File: config.mk
export PLATFORM = sky130hd
export DESIGN_NAME = frame_rate_meter
export DESIGN_NICKNAME = d
export VERILOG_FILES = /design/src/rtl/core/frm_pkg.sv /design/src/rtl/core/frm_div.sv /design/src/rtl/core/frame_rate_meter.sv
export SDC_FILE = /design/constraint.sdc
export NUM_CORES = 2
export LEC_CHECK = 0
export BUFFER_PORTS_ARGS = -buffer_cell sky130_fd_sc_hd__buf_4
export CORE_MARGIN = 8
export CORE_UTILIZATION = 60
export CTS_CLUSTER_SIZE = 25
export DETAILED_ROUTE_END_ITERATION = 16
export PLACE_DENSITY_LB_ADDON = 0.12
export SLEW_MARGIN = 30
export SYNTH_ARGS = -nofsm -noshare
export SYNTH_HDL_FRONTEND = slang
export SYNTH_HIERARCHICAL = 1
export SYNTH_SLANG_ARGS = --single-unit
File: constraint.sdc
create_clock -name clock -period 12.2 [get_ports clock]
set_clock_uncertainty 0.05 [all_clocks]
set_input_delay 0.61 -clock clock [delete_from_list [all_inputs] [get_ports clock]]
set_output_delay 0.61 -clock clock [all_outputs]
set_load 0.05 [all_outputs]
File: src/rtl/core/frm_pkg.sv
// ----------------------------------------------------------------------------
// frm_pkg
// Shared types and constants of the frame rate meter: item layouts, register
// indexes, register reset values and the Q8 scale of one second.
// ----------------------------------------------------------------------------
package frm_pkg;

   localparam int TIME_BITS      = 48;
   localparam int RATE_BITS      = 24;
   localparam int COUNT_BITS_DEF = 16;
   localparam int CSR_BITS       = 24;
   localparam int CSR_IDX_BITS   = 2;
   localparam int SRC_BITS       = 2;
   localparam int SCALE_BITS     = 28;

   localparam logic [SCALE_BITS-1:0] US_PER_SEC_Q8 = 28'd256000000;

   localparam logic [CSR_IDX_BITS-1:0] CSR_PUBLISH = 2'd0;
   localparam logic [CSR_IDX_BITS-1:0] CSR_STALE   = 2'd1;
   localparam logic [CSR_IDX_BITS-1:0] CSR_EARLY   = 2'd2;

   localparam logic [CSR_BITS-1:0] PUBLISH_RESET = 24'd500000;
   localparam logic [CSR_BITS-1:0] STALE_RESET   = 24'd1500000;
   localparam logic [CSR_BITS-1:0] EARLY_RESET   = 24'd100000;

   localparam logic [SRC_BITS-1:0] SRC_ZERO      = 2'd0;
   localparam logic [SRC_BITS-1:0] SRC_PUBLISHED = 2'd1;
   localparam logic [SRC_BITS-1:0] SRC_EARLY     = 2'd2;

   typedef struct packed {
      logic [TIME_BITS-1:0] now_us;
      logic                 frame_seen;
   } req_type;

   typedef struct packed {
      logic [RATE_BITS-1:0] rate_q8;
      logic [SRC_BITS-1:0]  rate_source;
   } rsp_type;

endpackage

File: src/rtl/core/frm_div.sv
// ----------------------------------------------------------------------------
// frm_div
// Shared rate unit: scales a frame count to Q8 frames per second and divides
// it by the elapsed microseconds, one quotient bit per cycle, then saturates.
// ----------------------------------------------------------------------------
module frm_div
   import frm_pkg::*;
#(
   parameter int COUNT_BITS = COUNT_BITS_DEF
) (
   input  logic                  clock,
   input  logic                  reset,
   input  logic                  start,
   input  logic [COUNT_BITS-1:0] count,
   input  logic [TIME_BITS-1:0]  elapsed,
   output logic                  done,
   output logic [RATE_BITS-1:0]  rate
);

   localparam int NUM_BITS = COUNT_BITS + SCALE_BITS;
   localparam int STEP_W   = $clog2(NUM_BITS + 1);

   localparam logic [1:0] D_IDLE = 2'd0;
   localparam logic [1:0] D_MUL  = 2'd1;
   localparam logic [1:0] D_RUN  = 2'd2;

   logic [1:0]            state_ff, state_in;
   logic [COUNT_BITS-1:0] count_ff, count_in;
   logic [TIME_BITS-1:0]  divisor_ff, divisor_in;
   logic [NUM_BITS-1:0]   num_ff, num_in;
   logic [TIME_BITS-1:0]  rem_ff, rem_in;
   logic [STEP_W-1:0]     step_ff, step_in;
   logic                  done_ff, done_in;
   logic [RATE_BITS-1:0]  rate_ff, rate_in;

   logic [TIME_BITS:0]    shifted;
   logic [TIME_BITS:0]    diff;
   logic                  fits;
   logic [NUM_BITS-1:0]   quot;

   assign shifted = {rem_ff, num_ff[NUM_BITS-1]};
   assign diff    = shifted - {1'b0, divisor_ff};
   assign fits    = shifted >= {1'b0, divisor_ff};
   assign quot    = {num_ff[NUM_BITS-2:0], fits};

   always_comb begin
      state_in   = state_ff;
      count_in   = count_ff;
      divisor_in = divisor_ff;
      num_in     = num_ff;
      rem_in     = rem_ff;
      step_in    = step_ff;
      done_in    = 1'b0;
      rate_in    = rate_ff;
      unique case (state_ff)
         D_IDLE: begin
            if (start) begin
               count_in   = count;
               divisor_in = elapsed;
               state_in   = D_MUL;
            end
         end
         D_MUL: begin
            num_in  = NUM_BITS'(count_ff) * NUM_BITS'(US_PER_SEC_Q8);
            rem_in  = '0;
            step_in = STEP_W'(NUM_BITS);
            if (divisor_ff == '0) begin
               rate_in  = '0;
               done_in  = 1'b1;
               state_in = D_IDLE;
            end else begin
               state_in = D_RUN;
            end
         end
         D_RUN: begin
            rem_in  = fits ? diff[TIME_BITS-1:0] : shifted[TIME_BITS-1:0];
            num_in  = quot;
            step_in = step_ff - 1'b1;
            if (step_ff == STEP_W'(1)) begin
               rate_in  = (|quot[NUM_BITS-1:RATE_BITS]) ? '1 : quot[RATE_BITS-1:0];
               done_in  = 1'b1;
               state_in = D_IDLE;
            end
         end
         default: begin
            state_in = D_IDLE;
         end
      endcase
   end

   always_ff @(posedge clock) begin
      if (reset) begin
         state_ff <= D_IDLE;
         done_ff  <= 1'b0;
      end else begin
         state_ff <= state_in;
         done_ff  <= done_in;
      end
      count_ff   <= count_in;
      divisor_ff <= divisor_in;
      num_ff     <= num_in;
      rem_ff     <= rem_in;
      step_ff    <= step_in;
      rate_ff    <= rate_in;
   end

   assign done = done_ff;
   assign rate = rate_ff;

endmodule

File: src/rtl/core/frame_rate_meter.sv
// ----------------------------------------------------------------------------
// frame_rate_meter
// Windowed frame rate meter: records presented frames, publishes count over
// elapsed time per window and returns the current Q16.8 rate for each item.
//
//   channel  direction  handshake            payload
//   req      in         req_valid/req_stall  req_type  (now_us, frame_seen)
//   rsp      out        rsp_valid/rsp_stall  rsp_type  (rate_q8, rate_source)
//   csr      in         csr_we               csr_index, csr_wdata
//
// An item steps through S_IDLE, S_REC, S_READ and S_OUT, and through S_DIV
// too when the bit-serial divider in frm_div computes a rate (one at most).
// Reset is synchronous, clears all window state and presets the registers.
// req_stall is high while an item is at work; one finished item waits in the
// output register while the next is accepted.
// ----------------------------------------------------------------------------
module frame_rate_meter
   import frm_pkg::*;
#(
   parameter int COUNT_BITS = COUNT_BITS_DEF
) (
   input  logic                    clock,
   input  logic                    reset,
   input  logic                    req_valid,
   output logic                    req_stall,
   input  req_type                 req_data,
   output logic                    rsp_valid,
   input  logic                    rsp_stall,
   output rsp_type                 rsp_data,
   input  logic                    csr_we,
   input  logic [CSR_IDX_BITS-1:0] csr_index,
   input  logic [CSR_BITS-1:0]     csr_wdata
);

   localparam logic [2:0] S_IDLE = 3'd0;
   localparam logic [2:0] S_REC  = 3'd1;
   localparam logic [2:0] S_READ = 3'd2;
   localparam logic [2:0] S_DIV  = 3'd3;
   localparam logic [2:0] S_OUT  = 3'd4;

   localparam int PAD = TIME_BITS - CSR_BITS;

   logic [2:0]            state_ff, state_in;
   logic [CSR_BITS-1:0]   publish_ff, stale_ff, early_ff;
   logic [TIME_BITS-1:0]  now_ff, now_in;
   logic                  frame_ff, frame_in;
   logic                  open_ff, open_in;
   logic [TIME_BITS-1:0]  start_ff, start_in;
   logic                  seen_ff, seen_in;
   logic [TIME_BITS-1:0]  last_ff, last_in;
   logic [COUNT_BITS-1:0] count_ff, count_in;
   logic [RATE_BITS-1:0]  pub_ff, pub_in;
   logic [TIME_BITS-1:0]  elapsed_ff, elapsed_in;
   logic [COUNT_BITS-1:0] op_count_ff, op_count_in;
   logic                  pub_mode_ff, pub_mode_in;
   rsp_type               res_ff, res_in;
   logic                  rsp_valid_ff, rsp_valid_in;
   rsp_type               rsp_data_ff, rsp_data_in;

   logic                  div_start;
   logic                  div_done;
   logic [RATE_BITS-1:0]  div_rate;
   logic [TIME_BITS-1:0]  elapsed_now;
   logic [TIME_BITS-1:0]  age;
   logic [COUNT_BITS-1:0] count_inc;

   assign elapsed_now = now_ff - start_ff;
   assign age         = now_ff - last_ff;
   assign count_inc   = (&count_ff) ? count_ff : count_ff + 1'b1;

   always_ff @(posedge clock) begin
      if (reset) begin
         publish_ff <= PUBLISH_RESET;
         stale_ff   <= STALE_RESET;
         early_ff   <= EARLY_RESET;
      end else if (csr_we) begin
         unique case (csr_index)
            CSR_PUBLISH: publish_ff <= csr_wdata;
            CSR_STALE:   stale_ff   <= csr_wdata;
            CSR_EARLY:   early_ff   <= csr_wdata;
            default: ;
         endcase
      end
   end

   always_comb begin
      state_in     = state_ff;
      now_in       = now_ff;
      frame_in     = frame_ff;
      open_in      = open_ff;
      start_in     = start_ff;
      seen_in      = seen_ff;
      last_in      = last_ff;
      count_in     = count_ff;
      pub_in       = pub_ff;
      elapsed_in   = elapsed_ff;
      op_count_in  = op_count_ff;
      pub_mode_in  = pub_mode_ff;
      res_in       = res_ff;
      rsp_valid_in = rsp_valid_ff && rsp_stall;
      rsp_data_in  = rsp_data_ff;
      div_start    = 1'b0;
      unique case (state_ff)
         S_IDLE: begin
            if (req_valid) begin
               now_in   = req_data.now_us;
               frame_in = req_data.frame_seen;
               state_in = S_REC;
            end
         end
         S_REC: begin
            elapsed_in = elapsed_now;
            state_in   = S_READ;
            if (frame_ff) begin
               seen_in = 1'b1;
               last_in = now_ff;
               if (!open_ff) begin
                  open_in  = 1'b1;
                  start_in = now_ff;
                  count_in = '0;
               end else if (elapsed_now >= {{PAD{1'b0}}, publish_ff}) begin
                  op_count_in = count_inc;
                  start_in    = now_ff;
                  count_in    = '0;
                  pub_mode_in = 1'b1;
                  div_start   = 1'b1;
                  state_in    = S_DIV;
               end else begin
                  count_in = count_inc;
               end
            end
         end
         S_READ: begin
            res_in   = '{rate_q8: '0, rate_source: SRC_ZERO};
            state_in = S_OUT;
            if (seen_ff && age <= {{PAD{1'b0}}, stale_ff}) begin
               if (pub_ff != '0) begin
                  res_in = '{rate_q8: pub_ff, rate_source: SRC_PUBLISHED};
               end else if (open_ff && count_ff >= COUNT_BITS'(2) &&
                            elapsed_ff >= {{PAD{1'b0}}, early_ff}) begin
                  op_count_in = count_ff;
                  pub_mode_in = 1'b0;
                  div_start   = 1'b1;
                  state_in    = S_DIV;
               end
            end
         end
         S_DIV: begin
            if (div_done) begin
               if (pub_mode_ff) begin
                  pub_in   = div_rate;
                  state_in = S_READ;
               end else begin
                  res_in.rate_q8     = div_rate;
                  res_in.rate_source = (div_rate != '0) ? SRC_EARLY : SRC_ZERO;
                  state_in           = S_OUT;
               end
            end
         end
         S_OUT: begin
            if (!rsp_valid_ff || !rsp_stall) begin
               rsp_data_in  = res_ff;
               rsp_valid_in = 1'b1;
               state_in     = S_IDLE;
            end
         end
         default: begin
            state_in = S_IDLE;
         end
      endcase
   end

   always_ff @(posedge clock) begin
      if (reset) begin
         state_ff     <= S_IDLE;
         open_ff      <= 1'b0;
         start_ff     <= '0;
         seen_ff      <= 1'b0;
         last_ff      <= '0;
         count_ff     <= '0;
         pub_ff       <= '0;
         rsp_valid_ff <= 1'b0;
      end else begin
         state_ff     <= state_in;
         open_ff      <= open_in;
         start_ff     <= start_in;
         seen_ff      <= seen_in;
         last_ff      <= last_in;
         count_ff     <= count_in;
         pub_ff       <= pub_in;
         rsp_valid_ff <= rsp_valid_in;
      end
      now_ff      <= now_in;
      frame_ff    <= frame_in;
      elapsed_ff  <= elapsed_in;
      op_count_ff <= op_count_in;
      pub_mode_ff <= pub_mode_in;
      res_ff      <= res_in;
      rsp_data_ff <= rsp_data_in;
   end

   frm_div #(
      .COUNT_BITS(COUNT_BITS)
   ) u_div (
      .clock  (clock),
      .reset  (reset),
      .start  (div_start),
      .count  (op_count_in),
      .elapsed(elapsed_now),
      .done   (div_done),
      .rate   (div_rate)
   );

   assign req_stall = (state_ff != S_IDLE);
   assign rsp_valid = rsp_valid_ff;
   assign rsp_data  = rsp_data_ff;

endmodule

==> out/results.env <==
FINALWORSTPATHREQUIREDPERIOD_NS=6.35
WORST_PATH_DOMINANT_CELL_FAMILY='simple AND/OR/NAND/NOR gates'
FLOORPLAN.INITIALDENSITY_PCT=60.6
ROOT_BUFFER='clkbuf_16'
WORST-SETUP-PATH-TYPE='register to register'
ANT_NETS=0
ROUTE.DETAILED.VIAS_PER_INST=5.98
PLACEMENTROWS=89
WORSTPATHREQUIRED_NS=12.42
MAX-CAP-VIOLATIONS=0
CRIT_PATH_TOP_DELAY_CELL='buf_4'
CLOCK_SINK_COUNT=568
FP.DIEW_UM=260
NUMCTSBUFFERS=60
WORSTPATHARRIVAL_NS=6.57
LAYOUT_COMMON_CELLS='497 x nand2_1, 389 x inv_1, 358 x a21oi_1'
FIRST_PASS_GRT_WIRE_LENGTH_UM=144000
MULTIINPUTGATEAREA_UM2=18900
POWER.DENSITY_CELL_AREA_nW_PER_UM2=121
TIMING.CRITICAL_PATH.TO_TYPE='register'
ANTENNA_FOUND_INITIAL=0
GR-USAGE-ALL-LAYERS_PCT=26.2
VDD_DROP_MAX_mV=0.145
DIE_HEIGHT_UM=260
FINAL.HOLD.WORST_SLACK_NS=0.0651
POST-ROUTE-WORST-SETUP-SLACK_NS=5.85
NNETSFINAL=4362
GRT_PASS1_VIAS=26400
TIMING.FINAL.MAX_SLEW_VIOLATIONS=0
TRITONCTS_CLOCK_TREE='built'
VIAS=28200
FINAL_MIN_PERIOD_OVER_CLOCK_PERIOD_PCT=52.0
PLACE.PORT_BUFFERS=107
PLACEMENT_STAGE_WORST_SETUP_SLACK_NS=5.87
HOLD_FIX_BUFFERS_AT_CTS=0
CTS.PATH.MAX_BUFFERS=3
NUMBER_OF_FLOPS_MAPPED_TO_ENABLE_CELLS_BY_YOSYS=336
DESIGN.DIE.AREA_UM2=67600
TIMING.CRITICAL_PATH.FROM_TYPE='register'
GP_ROUTABILITY_CONGESTION=0.979
N_ANTENNA_CELL=0
LAYOUT.CELLS.MOST_COMMON='nand2_1'
SYN-CELL-AREA_UM2=35700
ROUTE.DETAILED.DRC=0
RSZ0062_AT_GRT='false'
BOUNDARYPINS=108
CRITICAL_PATH_FANOUTS_MAX=64
SYNTHESIS.NETS=4324
RELSLEWSLACK_PCT=32.8
WORST_PATH_LARGEST_CELL_DELAY_NS=0.58
GLOBAL_ROUTE.OVERFLOW_TOTAL=0
PATH_COMMON_CELL='a21oi_1'
POST_DRT_WL_PER_CELL_UM=19.2
HP-CLASS='input port to register'
NUMBER_OF_BUFFERS_AND_INVERTERS_ON_THE_CRITICAL_PATH=4
CELLLEAKAGEPOWER_nW=16.1
TOTALWIRELENGTH_UM=90600
DRT-PASS1-ITER-COUNT=5
INSERTION_DELAY_NS=0.67
FINAL-SEQ-AREA_UM2=14700
CLOCK.FMAX_MHz=158
FIN_SETUP_TNS_NS=0
AREA_DELTA_SYNTH_FINAL_PCT=9.41
CLK_PIN_SLEW_WORST_PATHS_NS=0.06
SEQUENTIAL_AREA_SHARE_AFTER_SYNTHESIS_PCT=41.3
FINAL_CELLS=4723
DP_CELLS=4608
SYNTH.YOSYS.WARNINGS=6
GRT_MAX_DEGREE=109
CTS.REPAIR.RESIZED=0
LAYOUT-DRIVE-GT1-SHARE_PCT=6.94
TIMING_HOLD_VIOLATIONS_FINAL=0
OUTCOME='complete, no violations'
POST_CTS_BUFFERS=0
FIRST_ITER_VIOLATIONS=2150
SYN_AVG_CELL_AREA_UM2=9.25
SYNTHCELLS=3860
SETUP_VIOL=0
SYNTH-MAIN-FF-CELL='edfxtp_1'
CTS_MAX_LEVEL=2
FLOORPLAN.CORE_AREA_UM2=58900
WORST-SLEW-PIN-TRANSITION_NS=1.01
COUNT_OF_DISTINCT_CELL_TYPES_IN_THE_SYNTHESIZED_NETLIST=91
FINAL.FILL_COUNT=4911
SYNTH-ASYNC-RESET-RATIO_PCT=0
YS_SEQ_ELEMENTS=568
DETAILEDPLACEMENTHPWL_UM=68900
[worst paths after layout]
| kind | cells after the start | start | slack [ns] | to |
|---|---|---|---|---|
| worst max-delay path | 26 | now_ff[0] | 5.85 | u_div/divisor_ff[36] |
| worst min-delay path | 1 | req_data[0] | 0.07 | frame_ff |
| worst max register to register | 26 | now_ff[0] | 5.85 | u_div/divisor_ff[36] |
| worst min register to register | 0 | res_ff[10] | 0.37 | rsp_data[10] |
[report_power, final]
group	total (W)	internal (W)	switching (W)
clock	0.00181	0.00103	0.000789
combinational	0.000772	0.000284	0.000488
sequential	0.00215	0.00211	0.0000407
[Yosys cell counts, drive strengths merged (24+ instances only)]
library cell | count | area (um2)
nand2 | 499 | 1880
inv | 391 | 1470
a21oi | 362 | 1820
edfxtp | 336 | 10100
ha | 326 | 4080
nor2 | 254 | 961
dfxtp | 232 | 4640
o21ai | 200 | 1000
clkbuf | 132 | 495
mux2i | 87 | 871
a21o | 79 | 593
xnor2 | 79 | 692
nand4 | 75 | 484
nor4 | 65 | 428
nand3 | 63 | 315
fa | 58 | 1160
nor3 | 56 | 280
xor2 | 56 | 490
a211o | 38 | 333
and3 | 32 | 200
a211oi | 29 | 248
and2 | 29 | 181
a31oi | 28 | 175
nand2b | 28 | 175
a22o | 27 | 236
o21a | 26 | 195
o21bai | 24 | 180
[stage by stage]
| stage | area (um2) | total power (W) | utilization [%] |
|---|---|---|---|
| after global routing | 39100 | 0.00494 | 66.3 |
| after CTS | 39000 | 0.00477 | 66.3 |
| after detailed placement | 37100 | 0.00295 | 62.9 |
| after global placement | 37000 | 0.00294 | 62.9 |
| after floorplan | 35700 | 0.00272 | - |
| final | 39100 | 0.00474 | 66.3 |
[area by class of cell]
cell class	instances	area share [%]
Multi-Input combinational cell	2747	48.4
Sequential cell	568	37.7
Clock buffer	77	4.11
Inverter	391	3.76
Timing Repair Buffer	130	2.56
Tap cell	773	2.48
Clock inverter	37	0.973
[routing by layer]
metal  GRT usage, %  up-vias  wire (um)
li1               -    13900          -
met5              0        -          0
met3           2.96      124       5590
met1           38.9    13400      42900
met4           7.43        0       2540
met2           40.3      847      39600
[sequential cells by signal (all words and copies together), names as in the netlist, 2 cells and up]
register and cells:
u_div/divisor_ff 48, state_ff 3, u_div/num_ff 44, u_div/state_ff 2, start_ff 48, res_ff 26, publish_ff 24, u_div/rem_ff 48
pub_ff 24, rsp_data 26, stale_ff 24, u_div/count_ff 16, now_ff 48, u_div/step_ff 6, elapsed_ff 48, count_ff 16
early_ff 24, u_div/rate 24, last_ff 48, op_count_ff 16
[cells by family after synthesis]
group | synth area share, %
AOI/OAI and AO/OA | 16.8
xor gates and xnor gates | 3.31
adders and majority gates | 14.7
buffers and inverters | 6.00
DFF | 41.3
muxes | 2.53
and+or+nand+nor | 15.5
Note: power is estimated with default switching activity, not from simulation.
